`src/bed_pkg.sv`:
```
// shared constants for the binary edge detector
// no dependencies; used by binary_edge_detector_top and bed_checker
`default_nettype none

package bed_pkg;

	// register port
	localparam int unsigned CFG_W     = 12;
	localparam int unsigned CFG_IDX_W = 1;

	localparam logic [CFG_IDX_W-1:0] REG_FRAME_WIDTH  = 1'd0;
	localparam logic [CFG_IDX_W-1:0] REG_FRAME_HEIGHT = 1'd1;

	localparam logic [CFG_W-1:0] FRAME_WIDTH_RST  = 12'd640;
	localparam logic [CFG_W-1:0] FRAME_HEIGHT_RST = 12'd480;

	// default size limits
	localparam int unsigned MAX_WIDTH_DEF  = 2048;
	localparam int unsigned MAX_HEIGHT_DEF = 2048;

	// pixel and result fields
	localparam int unsigned CHAN_W    = 8;
	localparam int unsigned COL_OUT_W = 11;
	localparam int unsigned ROW_OUT_W = 11;
	localparam int unsigned VAL_W     = 8;

	// floor(sum/3) > 128 is the same as sum >= 3*129
	localparam int unsigned SUM_W     = 10;
	localparam int unsigned BIN_LEVEL = 128;
	localparam logic [SUM_W-1:0] BIN_THRESH = SUM_W'(3 * (BIN_LEVEL + 1));

	localparam logic [VAL_W-1:0] EDGE_VAL = 8'd0;
	localparam logic [VAL_W-1:0] FLAT_VAL = 8'd255;

endpackage

`default_nettype wire

```
`src/bed_ram.sv`:
```
// generic simple dual-port ram: one write port, one registered read port
// no dependencies
`default_nettype none

module bed_ram #(
	parameter int unsigned WIDTH = 1,
	parameter int unsigned DEPTH = 2048
) (
	input  wire logic                     clk,
	input  wire logic                     we,
	input  wire logic [$clog2(DEPTH)-1:0] waddr,
	input  wire logic [WIDTH-1:0]         wdata,
	input  wire logic                     re,
	input  wire logic [$clog2(DEPTH)-1:0] raddr,
	output logic      [WIDTH-1:0]         rdata
);

	logic [WIDTH-1:0] mem_q [DEPTH];

	always_ff @(posedge clk) begin
		if (we) begin
			mem_q[waddr] <= wdata;
		end
	end

	// read-before-write on a same-address collision
	always_ff @(posedge clk) begin
		if (re) begin
			rdata <= mem_q[raddr];
		end
	end

endmodule

`default_nettype wire

```
`src/binary_edge_detector_top.sv`:
```
// binary edge detector: threshold, one-bit line buffer and neighbour compare
// depends on bed_pkg and bed_ram
// path: a pixel beat passes the stage-1 register and then the output register
// throughput: one pixel per cycle unless the output is stalled; in the last row each pixel
// yields two results, so the single output register there holds off the next pixel until both are out
// line buffer: one write (this column) and one read (next column) per pixel
// reset: counters to zero, frame size to 640 x 480, line buffer not cleared
`default_nettype none

module binary_edge_detector_top #(
	parameter int unsigned MAX_WIDTH  = bed_pkg::MAX_WIDTH_DEF,
	parameter int unsigned MAX_HEIGHT = bed_pkg::MAX_HEIGHT_DEF
) (
	input  wire logic                           clk,
	input  wire logic                           arst_n,

	input  wire logic                           cfg_we,
	input  wire logic [bed_pkg::CFG_IDX_W-1:0]  cfg_index,
	input  wire logic [bed_pkg::CFG_W-1:0]      cfg_data,

	input  wire logic                           pixel_valid,
	output logic                                pixel_ready,
	input  wire logic [bed_pkg::CHAN_W-1:0]     red,
	input  wire logic [bed_pkg::CHAN_W-1:0]     green,
	input  wire logic [bed_pkg::CHAN_W-1:0]     blue,

	output logic                                result_valid,
	input  wire logic                           result_ready,
	output logic      [bed_pkg::COL_OUT_W-1:0]  out_column,
	output logic      [bed_pkg::ROW_OUT_W-1:0]  out_row,
	output logic      [bed_pkg::VAL_W-1:0]      edge_value,
	output logic                                last
);

	localparam int unsigned CW  = $clog2(MAX_WIDTH);
	localparam int unsigned RW  = $clog2(MAX_HEIGHT);
	localparam int unsigned WSW = (bed_pkg::CFG_W > $clog2(MAX_WIDTH + 1)) ?
		bed_pkg::CFG_W : $clog2(MAX_WIDTH + 1);
	localparam int unsigned HSW = (bed_pkg::CFG_W > $clog2(MAX_HEIGHT + 1)) ?
		bed_pkg::CFG_W : $clog2(MAX_HEIGHT + 1);

	// configuration
	logic [bed_pkg::CFG_W-1:0] frame_width_q;
	logic [bed_pkg::CFG_W-1:0] frame_height_q;

	always_ff @(posedge clk or negedge arst_n) begin
		if (!arst_n) begin
			frame_width_q  <= bed_pkg::FRAME_WIDTH_RST;
			frame_height_q <= bed_pkg::FRAME_HEIGHT_RST;
		end else if (cfg_we) begin
			case (cfg_index)
				bed_pkg::REG_FRAME_WIDTH:  frame_width_q  <= cfg_data;
				bed_pkg::REG_FRAME_HEIGHT: frame_height_q <= cfg_data;
				default: ;
			endcase
		end
	end

	// clamp sizes to 1..max
	logic [WSW-1:0] width_ext, width_lim;
	logic [HSW-1:0] height_ext, height_lim;

	always_comb begin
		width_ext  = WSW'(frame_width_q);
		height_ext = HSW'(frame_height_q);
		if (width_ext == '0)
			width_lim = WSW'(1);
		else if (width_ext > WSW'(MAX_WIDTH))
			width_lim = WSW'(MAX_WIDTH);
		else
			width_lim = width_ext;
		if (height_ext == '0)
			height_lim = HSW'(1);
		else if (height_ext > HSW'(MAX_HEIGHT))
			height_lim = HSW'(MAX_HEIGHT);
		else
			height_lim = height_ext;
	end

	// position counters
	logic [CW-1:0] col_q, col_nxt;
	logic [RW-1:0] row_q, row_nxt;
	logic          last_col, last_row, below_height;

	always_comb begin
		last_col     = (WSW'(col_q) + WSW'(1)) >= width_lim;
		last_row     = (HSW'(row_q) + HSW'(1)) >= height_lim;
		below_height = HSW'(row_q) < height_lim;
		if (last_col) begin
			col_nxt = '0;
			row_nxt = last_row ? '0 : row_q + RW'(1);
		end else begin
			col_nxt = col_q + CW'(1);
			row_nxt = row_q;
		end
	end

	// binarise the incoming pixel
	logic [bed_pkg::SUM_W-1:0] sum;
	logic                      cur;

	assign sum = bed_pkg::SUM_W'(red) + bed_pkg::SUM_W'(green) + bed_pkg::SUM_W'(blue);
	assign cur = sum >= bed_pkg::BIN_THRESH;

	// stage 1 and handshake
	logic          valid_s1, has_up_s1, has_low_s1;
	logic [CW-1:0] col_s1;
	logic [RW-1:0] row_s1;
	logic          cur_s1, above_s1, cmp_ok_s1;
	logic          result_valid_q;
	logic          accept, out_free, emit, s1_done;
	logic          ram_rdata;
	logic          fwd_q, fwd_bit_q, line_rd;

	assign accept   = pixel_valid && pixel_ready;
	assign out_free = !result_valid_q || result_ready;
	assign emit     = valid_s1 && (has_up_s1 || has_low_s1) && out_free;
	assign s1_done  = valid_s1 && (!(has_up_s1 || has_low_s1) ||
		(out_free && !(has_up_s1 && has_low_s1)));
	assign pixel_ready = !valid_s1 || s1_done;

	// read and write of the same entry in one cycle: the ram gives the old bit,
	// so take the bit just written instead
	assign line_rd = fwd_q ? fwd_bit_q : ram_rdata;

	// write this column, read the next one; the read is the right neighbour
	// now and becomes the upper neighbour of the following pixel
	bed_ram #(
		.WIDTH (1),
		.DEPTH (MAX_WIDTH)
	) u_line (
		.clk   (clk),
		.we    (accept),
		.waddr (col_q),
		.wdata (cur),
		.re    (accept),
		.raddr (col_nxt),
		.rdata (ram_rdata)
	);

	always_ff @(posedge clk or negedge arst_n) begin
		if (!arst_n) begin
			col_q      <= '0;
			row_q      <= '0;
			valid_s1   <= 1'b0;
			has_up_s1  <= 1'b0;
			has_low_s1 <= 1'b0;
			fwd_q      <= 1'b0;
		end else if (accept) begin
			col_q      <= col_nxt;
			row_q      <= row_nxt;
			valid_s1   <= 1'b1;
			has_up_s1  <= row_q != '0;
			has_low_s1 <= last_row;
			fwd_q      <= col_nxt == col_q;
		end else if (s1_done) begin
			valid_s1 <= 1'b0;
		end else if (emit) begin
			// upper result went out, lower one still to go
			has_up_s1 <= 1'b0;
		end
	end

	always_ff @(posedge clk) begin
		if (accept) begin
			col_s1    <= col_q;
			row_s1    <= row_q;
			cur_s1    <= cur;
			above_s1  <= line_rd;
			cmp_ok_s1 <= !last_col && below_height;
			fwd_bit_q <= cur;
		end
	end

	logic [bed_pkg::VAL_W-1:0] up_val;

	assign up_val = (cmp_ok_s1 && above_s1 == line_rd && above_s1 == cur_s1) ?
		bed_pkg::FLAT_VAL : bed_pkg::EDGE_VAL;

	// output register
	logic [bed_pkg::COL_OUT_W-1:0] out_column_q;
	logic [bed_pkg::ROW_OUT_W-1:0] out_row_q;
	logic [bed_pkg::VAL_W-1:0]     edge_value_q;
	logic                          last_q;

	always_ff @(posedge clk or negedge arst_n) begin
		if (!arst_n) begin
			result_valid_q <= 1'b0;
		end else if (emit) begin
			result_valid_q <= 1'b1;
		end else if (result_ready) begin
			result_valid_q <= 1'b0;
		end
	end

	always_ff @(posedge clk) begin
		if (emit) begin
			out_column_q <= bed_pkg::COL_OUT_W'(col_s1);
			if (has_up_s1) begin
				out_row_q    <= bed_pkg::ROW_OUT_W'(row_s1 - RW'(1));
				edge_value_q <= up_val;
			end else begin
				out_row_q    <= bed_pkg::ROW_OUT_W'(row_s1);
				edge_value_q <= bed_pkg::EDGE_VAL;
			end
			last_q <= !(has_up_s1 && has_low_s1);
		end
	end

	assign result_valid = result_valid_q;
	assign out_column   = out_column_q;
	assign out_row      = out_row_q;
	assign edge_value   = edge_value_q;
	assign last         = last_q;

endmodule

`default_nettype wire

```
`config.mk`:
```
export PLATFORM = sky130hd
export DESIGN_NAME = binary_edge_detector_top
export DESIGN_NICKNAME = d
export VERILOG_FILES = /design/src/bed_pkg.sv /design/src/bed_ram.sv /design/src/binary_edge_detector_top.sv
export SDC_FILE = /design/constraint.sdc
export NUM_CORES = 2
export LEC_CHECK = 0
export BUFFER_PORTS_ARGS = -buffer_cell sky130_fd_sc_hd__buf_2
export CAP_MARGIN = 20
export CORE_ASPECT_RATIO = 1.1
export CORE_UTILIZATION = 40
export DETAILED_ROUTE_END_ITERATION = 8
export PLACE_DENSITY_LB_ADDON = 0.08
export SYNTH_ARGS = -nofsm -noshare
export SYNTH_HDL_FRONTEND = slang
export SYNTH_SLANG_ARGS = --single-unit
export TNS_END_PERCENT = 5
```
`constraint.sdc`:
```
create_clock -name clk -period 13.8 [get_ports clk]
set_input_delay 1.38 -clock clk [delete_from_list [all_inputs] [get_ports clk]]
set_output_delay 1.38 -clock clk [all_outputs]
set_load 0.1 [all_outputs]
```
After elaboration in Yosys (flattened, before gate mapping)
Memory sizes are Yosys's and may differ from the RTL's. A register that Yosys moved wholly into a read port is not among the register bits.
Index checks and enable logic that the tools add are counted.
{"block": "word_totals", "out_inout_bits": 33, "mem_bits_rw": 2048, "inputBits": 42, "reg_bits": 107, "memories": 1, "word_cells": 83}
{"block": "op_classes", "n_addsub": 7, "mux": 18, "order_cmp": 6, "n_bitwise": 1, "reduce_logical": 28, "eq_ne": 4}
{"memory": "u_line.mem_q", "words": 2048, "width": 1, "read_ports": 1, "rd_clocked_by_memory_dff": 1, "wr": 1, "line_no": "bed_ram.sv:18", "rtl": "logic [WIDTH-1:0] mem_q [DEPTH];"}
{"operator": "12-bit 2-to-1 mux", "n": 4}
{"operator": "11-bit 2-to-1 mux", "n": 3}
{"operator": "11-bit by 1-bit adder with 12-bit output, second input constant", "n": 2}
{"operator": "12-bit greater-or-equal comparator", "n": 2}
{"operator": "12-bit > comparator, second input constant", "n": 2}
{"operator": "12-bit logical NOT", "n": 2}
{"operator": "11-bit by 1-bit adder with 11-bit output, second input constant", "n": 2}
{"operator": "11-bit by 12-bit less-than comparator with 1-bit output", "n": 1}
{"operator": "11-bit == test", "n": 1}
{"operator": "11-bit nonzero test", "n": 1}
{"operator": "11-bit by 1-bit subtractor with 11-bit output, second input constant", "n": 1}
{"operator": "9-bit by 8-bit adder with 10-bit output", "n": 1}
{"operator": "10-bit by 9-bit greater-or-equal comparator with 1-bit output, second input constant", "n": 1}
{"operator": "1-bit 2-to-1 mux", "n": 10}
{"operator": "8-bit by 8-bit adder with 9-bit output", "n": 1}
{"operator": "1-bit logical AND", "n": 9}
{"operator": "8-bit 2-to-1 mux", "n": 1}
{"operator": "2-bit AND reduction", "n": 4}
{"operator": "2-bit nonzero test", "n": 3}
{"operator": "1-bit logical NOT", "n": 5}
{"operator": "1-bit logical OR", "n": 4}
{"operator": "1-bit == test", "n": 2}
{"operator": "2-bit != test, second input constant", "n": 1}
{"operator": "1-bit NOT", "n": 1}

Logic depth before layout (Yosys ltp)
{"block": "logic_depth", "word_depth": 9, "mapped_depth": 25, "ltp_nobuf": 18}

Cells and area by module
Synthesis repeated with hierarchy kept, for this count alone.
{"block": "hier_totals", "hier_cells": 6753, "hier_area_um2": 95069.9}
{"mod": "bed_ram", "area_per_inst_um2": 89355.7, "n_inst": 1, "seq_area_each_um2": 61529.0, "cells_per_inst": 6243}
{"mod": "binary_edge_detector_top", "area_per_inst_um2": 5714.2, "n_inst": 1, "seq_area_each_um2": 2755.1, "cells_per_inst": 510}

Worst setup path before layout
OpenSTA, ideal clock, no wires.
{"block": "synth_path", "path_kind": "in2reg", "start": "input red[1] in the netlist's numbering", "end": "register fwd_bit_q, data pin", "arrival_ns": 82.074, "path_stages": 12, "slack_ns": -84.331, "t_required_ns": -2.257, "setup_time_ns": 16.057, "path_buffers": 0, "path_cell_list": "fa_1 ha_1 inv_1 fa_1 inv_1 a21oi_1 o21ai_0 and2_1 o21ai_0 nand2b_1 a21oi_1 o21ai_0"}
{"block": "synth_between", "elab_chain_len": 3}
{"element": "start, declared", "line_no": "binary_edge_detector_top.sv:23", "rtl": "input wire logic [bed_pkg::CHAN_W-1:0] red,"}
{"element": "8-bit by 8-bit adder with 9-bit output", "line_no": "binary_edge_detector_top.sv:102", "rtl": "assign sum = bed_pkg::SUM_W'(red) + bed_pkg::SUM_W'(green) + bed_pkg::SUM_W'(blue);"}
{"element": "9-bit by 8-bit adder with 10-bit output", "line_no": "binary_edge_detector_top.sv:102"}
{"element": "10-bit by 9-bit greater-or-equal comparator with 1-bit output", "line_no": "binary_edge_detector_top.sv:103", "rtl": "assign cur = sum >= bed_pkg::BIN_THRESH;"}
{"element": "named net cur", "line_no": "binary_edge_detector_top.sv:100", "rtl": "logic cur;"}
{"element": "end signal, assigned", "line_no": "binary_edge_detector_top.sv:171", "rtl": "fwd_bit_q <= cur;"}
{"element": "end, declared", "line_no": "binary_edge_detector_top.sv:113", "rtl": "logic fwd_q, fwd_bit_q, line_rd;"}
The timed path passes the listed nets, and every way through them passes these cells.
A chain may end at the register's enable or synchronous reset.

Worst setup path in the final report
{"block": "layout_path", "start": "register col_q[0]", "end": "register u_line.rdata, read port of u_line.mem_q, data pin"}
{"block": "layout_between", "elab_chain_len": 3, "word_cells_on_any_way": 4, "classes_between": "add/sub (2); order compare (1); mux (1)"}
{"element": "start, declared", "line_no": "binary_edge_detector_top.sv:81", "rtl": "logic [CW-1:0] col_q, col_nxt;"}
{"element": "start signal, assigned", "line_no": "binary_edge_detector_top.sv:150", "rtl": "col_q <= col_nxt;"}
{"element": "11-bit by 1-bit adder with 12-bit output", "line_no": "binary_edge_detector_top.sv:86", "rtl": "last_col = (WSW'(col_q) + WSW'(1)) >= width_lim;"}
{"element": "12-bit greater-or-equal comparator", "line_no": "binary_edge_detector_top.sv:86"}
{"element": "11-bit 2-to-1 mux *", "line_no": "binary_edge_detector_top.sv:89", "rtl": "if (last_col) begin"}
{"element": "end, declared", "line_no": "bed_ram.sv:15", "rtl": "output logic [WIDTH-1:0] rdata"}
Every way passes the cells marked *; elsewhere a longest branch is shown, timed or not.

==> metrics <==
Post-Route WL 382000 um; number of synthesized flops with an enable pin 2098; main flop type after synthesis edfxtp_1; P per Cell Area 238 nW/um2; Mean Syn Cell Area 11.8 um2; critical path depth 21; Synth area leaders edfxtp_1 66%, nor2_1 8.9%, nand2_1 3.1%, mux2i_1 2.4%, clkbuf_1 2.2%; post-CTS sizing 0; Pre-Repair DR Iteration Count 8; port bufs 74; CP max stage cell ha_1; crit-path cells ha_1, nand3_1, xor2_1, clkinv_1, ha_1, a21oi_1, nor3_1, or4_2, buf_4, nor2_4, buf_12, nand2_1, buf_16, nor2_1, buf_4, nor3_1, o211ai_1, a32oi_1, a31oi_1, o311ai_1, a32o_1; final core occ 45.2%; M1 WL 153000 um; Synth cell types 92; area share of the largest cell type after synthesis 65.9%; DR WL/cell 34.0 um; Hold Buf Count CTS 0; crit-path max FO 80; Final Hold Viols 0; Reg2Reg Depth 21; status completed; Area growth syn-to-layout 12.0%; Die X 468 um; RSZ-0062 raised after global routing no; CORE AREA 237000 um2; Mapped Nets 8195; Seq/Total Area, Yosys 67.3%; Post-CTS Setup Inserts 0; IO Pins 75; Critical Path AT 9.72 ns; initial cell density of the core 40.3%; later-pin clock latency in the skew report 0.92 ns; PnR Total Power 25.5 mW; final setup fails 0; YS warnings 0; Slew Limit Fails 0; total CTS buffers 226; startpoint types flip-flop; Die H 515 um; Fin Clk Skew 0.0724 ns; first-pass GRT wire length 529000 um; post-synthesis async set-or-reset flop share 2.37%; TritonCTS clock tree built; final net count 8009; IR drop worst, VDD 0.000230 V; vias in the first global route 65600; met3 WL post-DR 35700 um; Worst-path clk slew 0.06 ns; Max Clk Rate 111 MHz; max_cap viols 0; DP Wirelength 210000 um; Top Layer Used met5; Reg2Reg Setup Slack 4.76 ns; gr usage total 31.3%; #FFs+latches synth 2149; fin crit period 9.04 ns; Lkg Pwr 33.0 nW; worst min path class reg2reg; initial antenna violation count 20; clk sinks 2149; HP Start col_s1[0]; clk root buf clkbuf_16; Worst Setup EP u_line.rdata; drt drc 0; CP Class reg2reg; initial detailed-routing violation count 9760; via count 69900; relative slew slack 9.44%; fin crit share 65.5%; GR Overflow Total 0; final hold slack 0.428 ns; ratio of cells with drive above 1 in the final layout 11.1%; Placer Congestion 0.893; CP startpoint col_q[0]; CP delay by family, top simple AND/OR/NAND/NOR gates; Post-Route Setup TNS 0 ns; R2R Path Start col_q[0]; r2r endpoint u_line.rdata; Vias/cell 6.23; Bufs and invs on worst path 5; metal2 WL 176000 um; CTS max path bufs 3; Detail Route Antenna Nets 0; Worst path max stage delay 1.02 ns; largest net degree at the start of global routing 225; # fillers 22000; CP endpoint kind flip-flop; die area 241000 um2; most common cell after layout, fill and taps aside nor2_1; row count 187; CP Data Required Time 14.48 ns; H-tree levels 4; most frequent cells in the layout 2261 x nor2_1, 2098 x edfxtp_1, 748 x nand2_1; synthesized area 95500 um2; largest area contributor in the netlist edfxtp_1; Slew @ Worst Pin 1.34 ns; Synth Instances 8095
cell families (layout without fill, tap and decap cells):
| logic type | Yosys count | count (layout) | synth area share, % |
|---|---|---|---|
| AOI/OAI and AO/OA | 1191 | 1191 | 8.39 |
| other | 0 | 15 | 0 |
| xor gates and xnor gates | 31 | 31 | 0.292 |
| muxes | 375 | 375 | 5.03 |
| adders and majority gates | 59 | 59 | 0.841 |
| buffers and inverters | 794 | 785 | 3.37 |
| and+or+nand+nor | 3496 | 3496 | 14.8 |
| DFF | 2149 | 2149 | 67.3 |
synthesized netlist by cell type (24+ instances only):
library cell	number
a211oi_1	65
a21oi_1	198
a221oi_1	25
a22oi_1	24
a31oi_1	89
a32oi_1	55
and3_1	45
buf_1	48
buf_2	126
clkbuf_1	562
dfrtp_1	45
edfxtp_1	2098
ha_1	49
inv_1	36
mux2_2	73
mux2i_1	225
mux4_2	77
nand2_1	782
nand3_1	165
nand4_1	36
nor2_1	2265
nor3_1	74
nor4_1	25
o211ai_1	59
o21ai_0	256
o221ai_1	81
o22ai_1	128
per-layer routing:
layer | up-vias | GRT usage (%)
met5 | - | 0.323
met4 | 10 | 12.6
met3 | 826 | 5.66
met2 | 3913 | 49.5
met1 | 36300 | 42.6
li1 | 28900 | -
through the flow:
step	instances	setup WS, ns	area [um2]
final	11200	4.76	107000
after global routing	11200	4.76	107000
after detailed placement	10800	5.20	99700
after floorplan	8095	-10.65	95500
after CTS	11200	5.17	107000
after global placement	10800	4.91	99300
where the power goes:
part | internal, mW | leakage, nW | switching, mW | total (mW)
Combinational | 2.65 | 10.1 | 8.70 | 11.4
Sequential | 8.03 | 19.5 | 0.135 | 8.16
Clock | 3.30 | 3.41 | 2.65 | 5.96
sequential cells by signal, summed over array words and instances (netlist names), 11 cells and up:
| name | flops |
|---|---|
| row_q | 11 |
| out_column | 11 |
| col_s1 | 11 |
| col_q | 11 |
| out_row | 11 |
| frame_width_q | 12 |
| frame_height_q | 12 |
| u_line.mem_q | 2048 |
| row_s1 | 11 |
final cells by class:
| type | instances | area (um2) | share of cell area, % |
|---|---|---|---|
| Clock inverter | 122 | 1100 | 1.03 |
| Sequential cell | 2149 | 64300 | 60.1 |
| Clock buffer | 283 | 5890 | 5.51 |
| Inverter | 40 | 165 | 0.154 |
| Timing Repair Buffer | 340 | 2980 | 2.78 |
| Antenna cell | 15 | 37.5 | 0.0351 |
| Tap cell | 3118 | 3900 | 3.65 |
| Multi-Input combinational cell | 5152 | 28600 | 26.8 |
worst reg2reg max path, stage by stage (launching register included):
cell and delay, ns:
dfrtp_4 0.75, ha_1 1.06, nand3_1 0.19, xor2_1 0.48
clkinv_1 0.51, ha_1 0.36, a21oi_1 0.17, nor3_1 0.10
or4_2 0.70, buf_4 0.42, nor2_4 0.40, buf_12 0.47
nand2_1 0.74, buf_16 0.34, nor2_1 0.11, buf_4 0.30
nor3_1 0.11, o211ai_1 0.20, a32oi_1 0.08, a31oi_1 0.49
o311ai_1 0.48, a32o_1 0.35
how the worst min path moves through the flow:
stage | endpoint | slack [ns] | cells past startpoint
2_1_floorplan | out_column[0] | 0.40 | 0
3_3_place_gp | out_column[0] | 0.41 | 0
3_5_place_dp | out_column[0] | 0.42 | 0
4_1_cts | out_column[0] | 0.43 | 0
5_1_grt | out_column[0] | 0.44 | 0
6_report | out_column[0] | 0.43 | 0
Note: power is estimated with default switching activity, not from simulation.
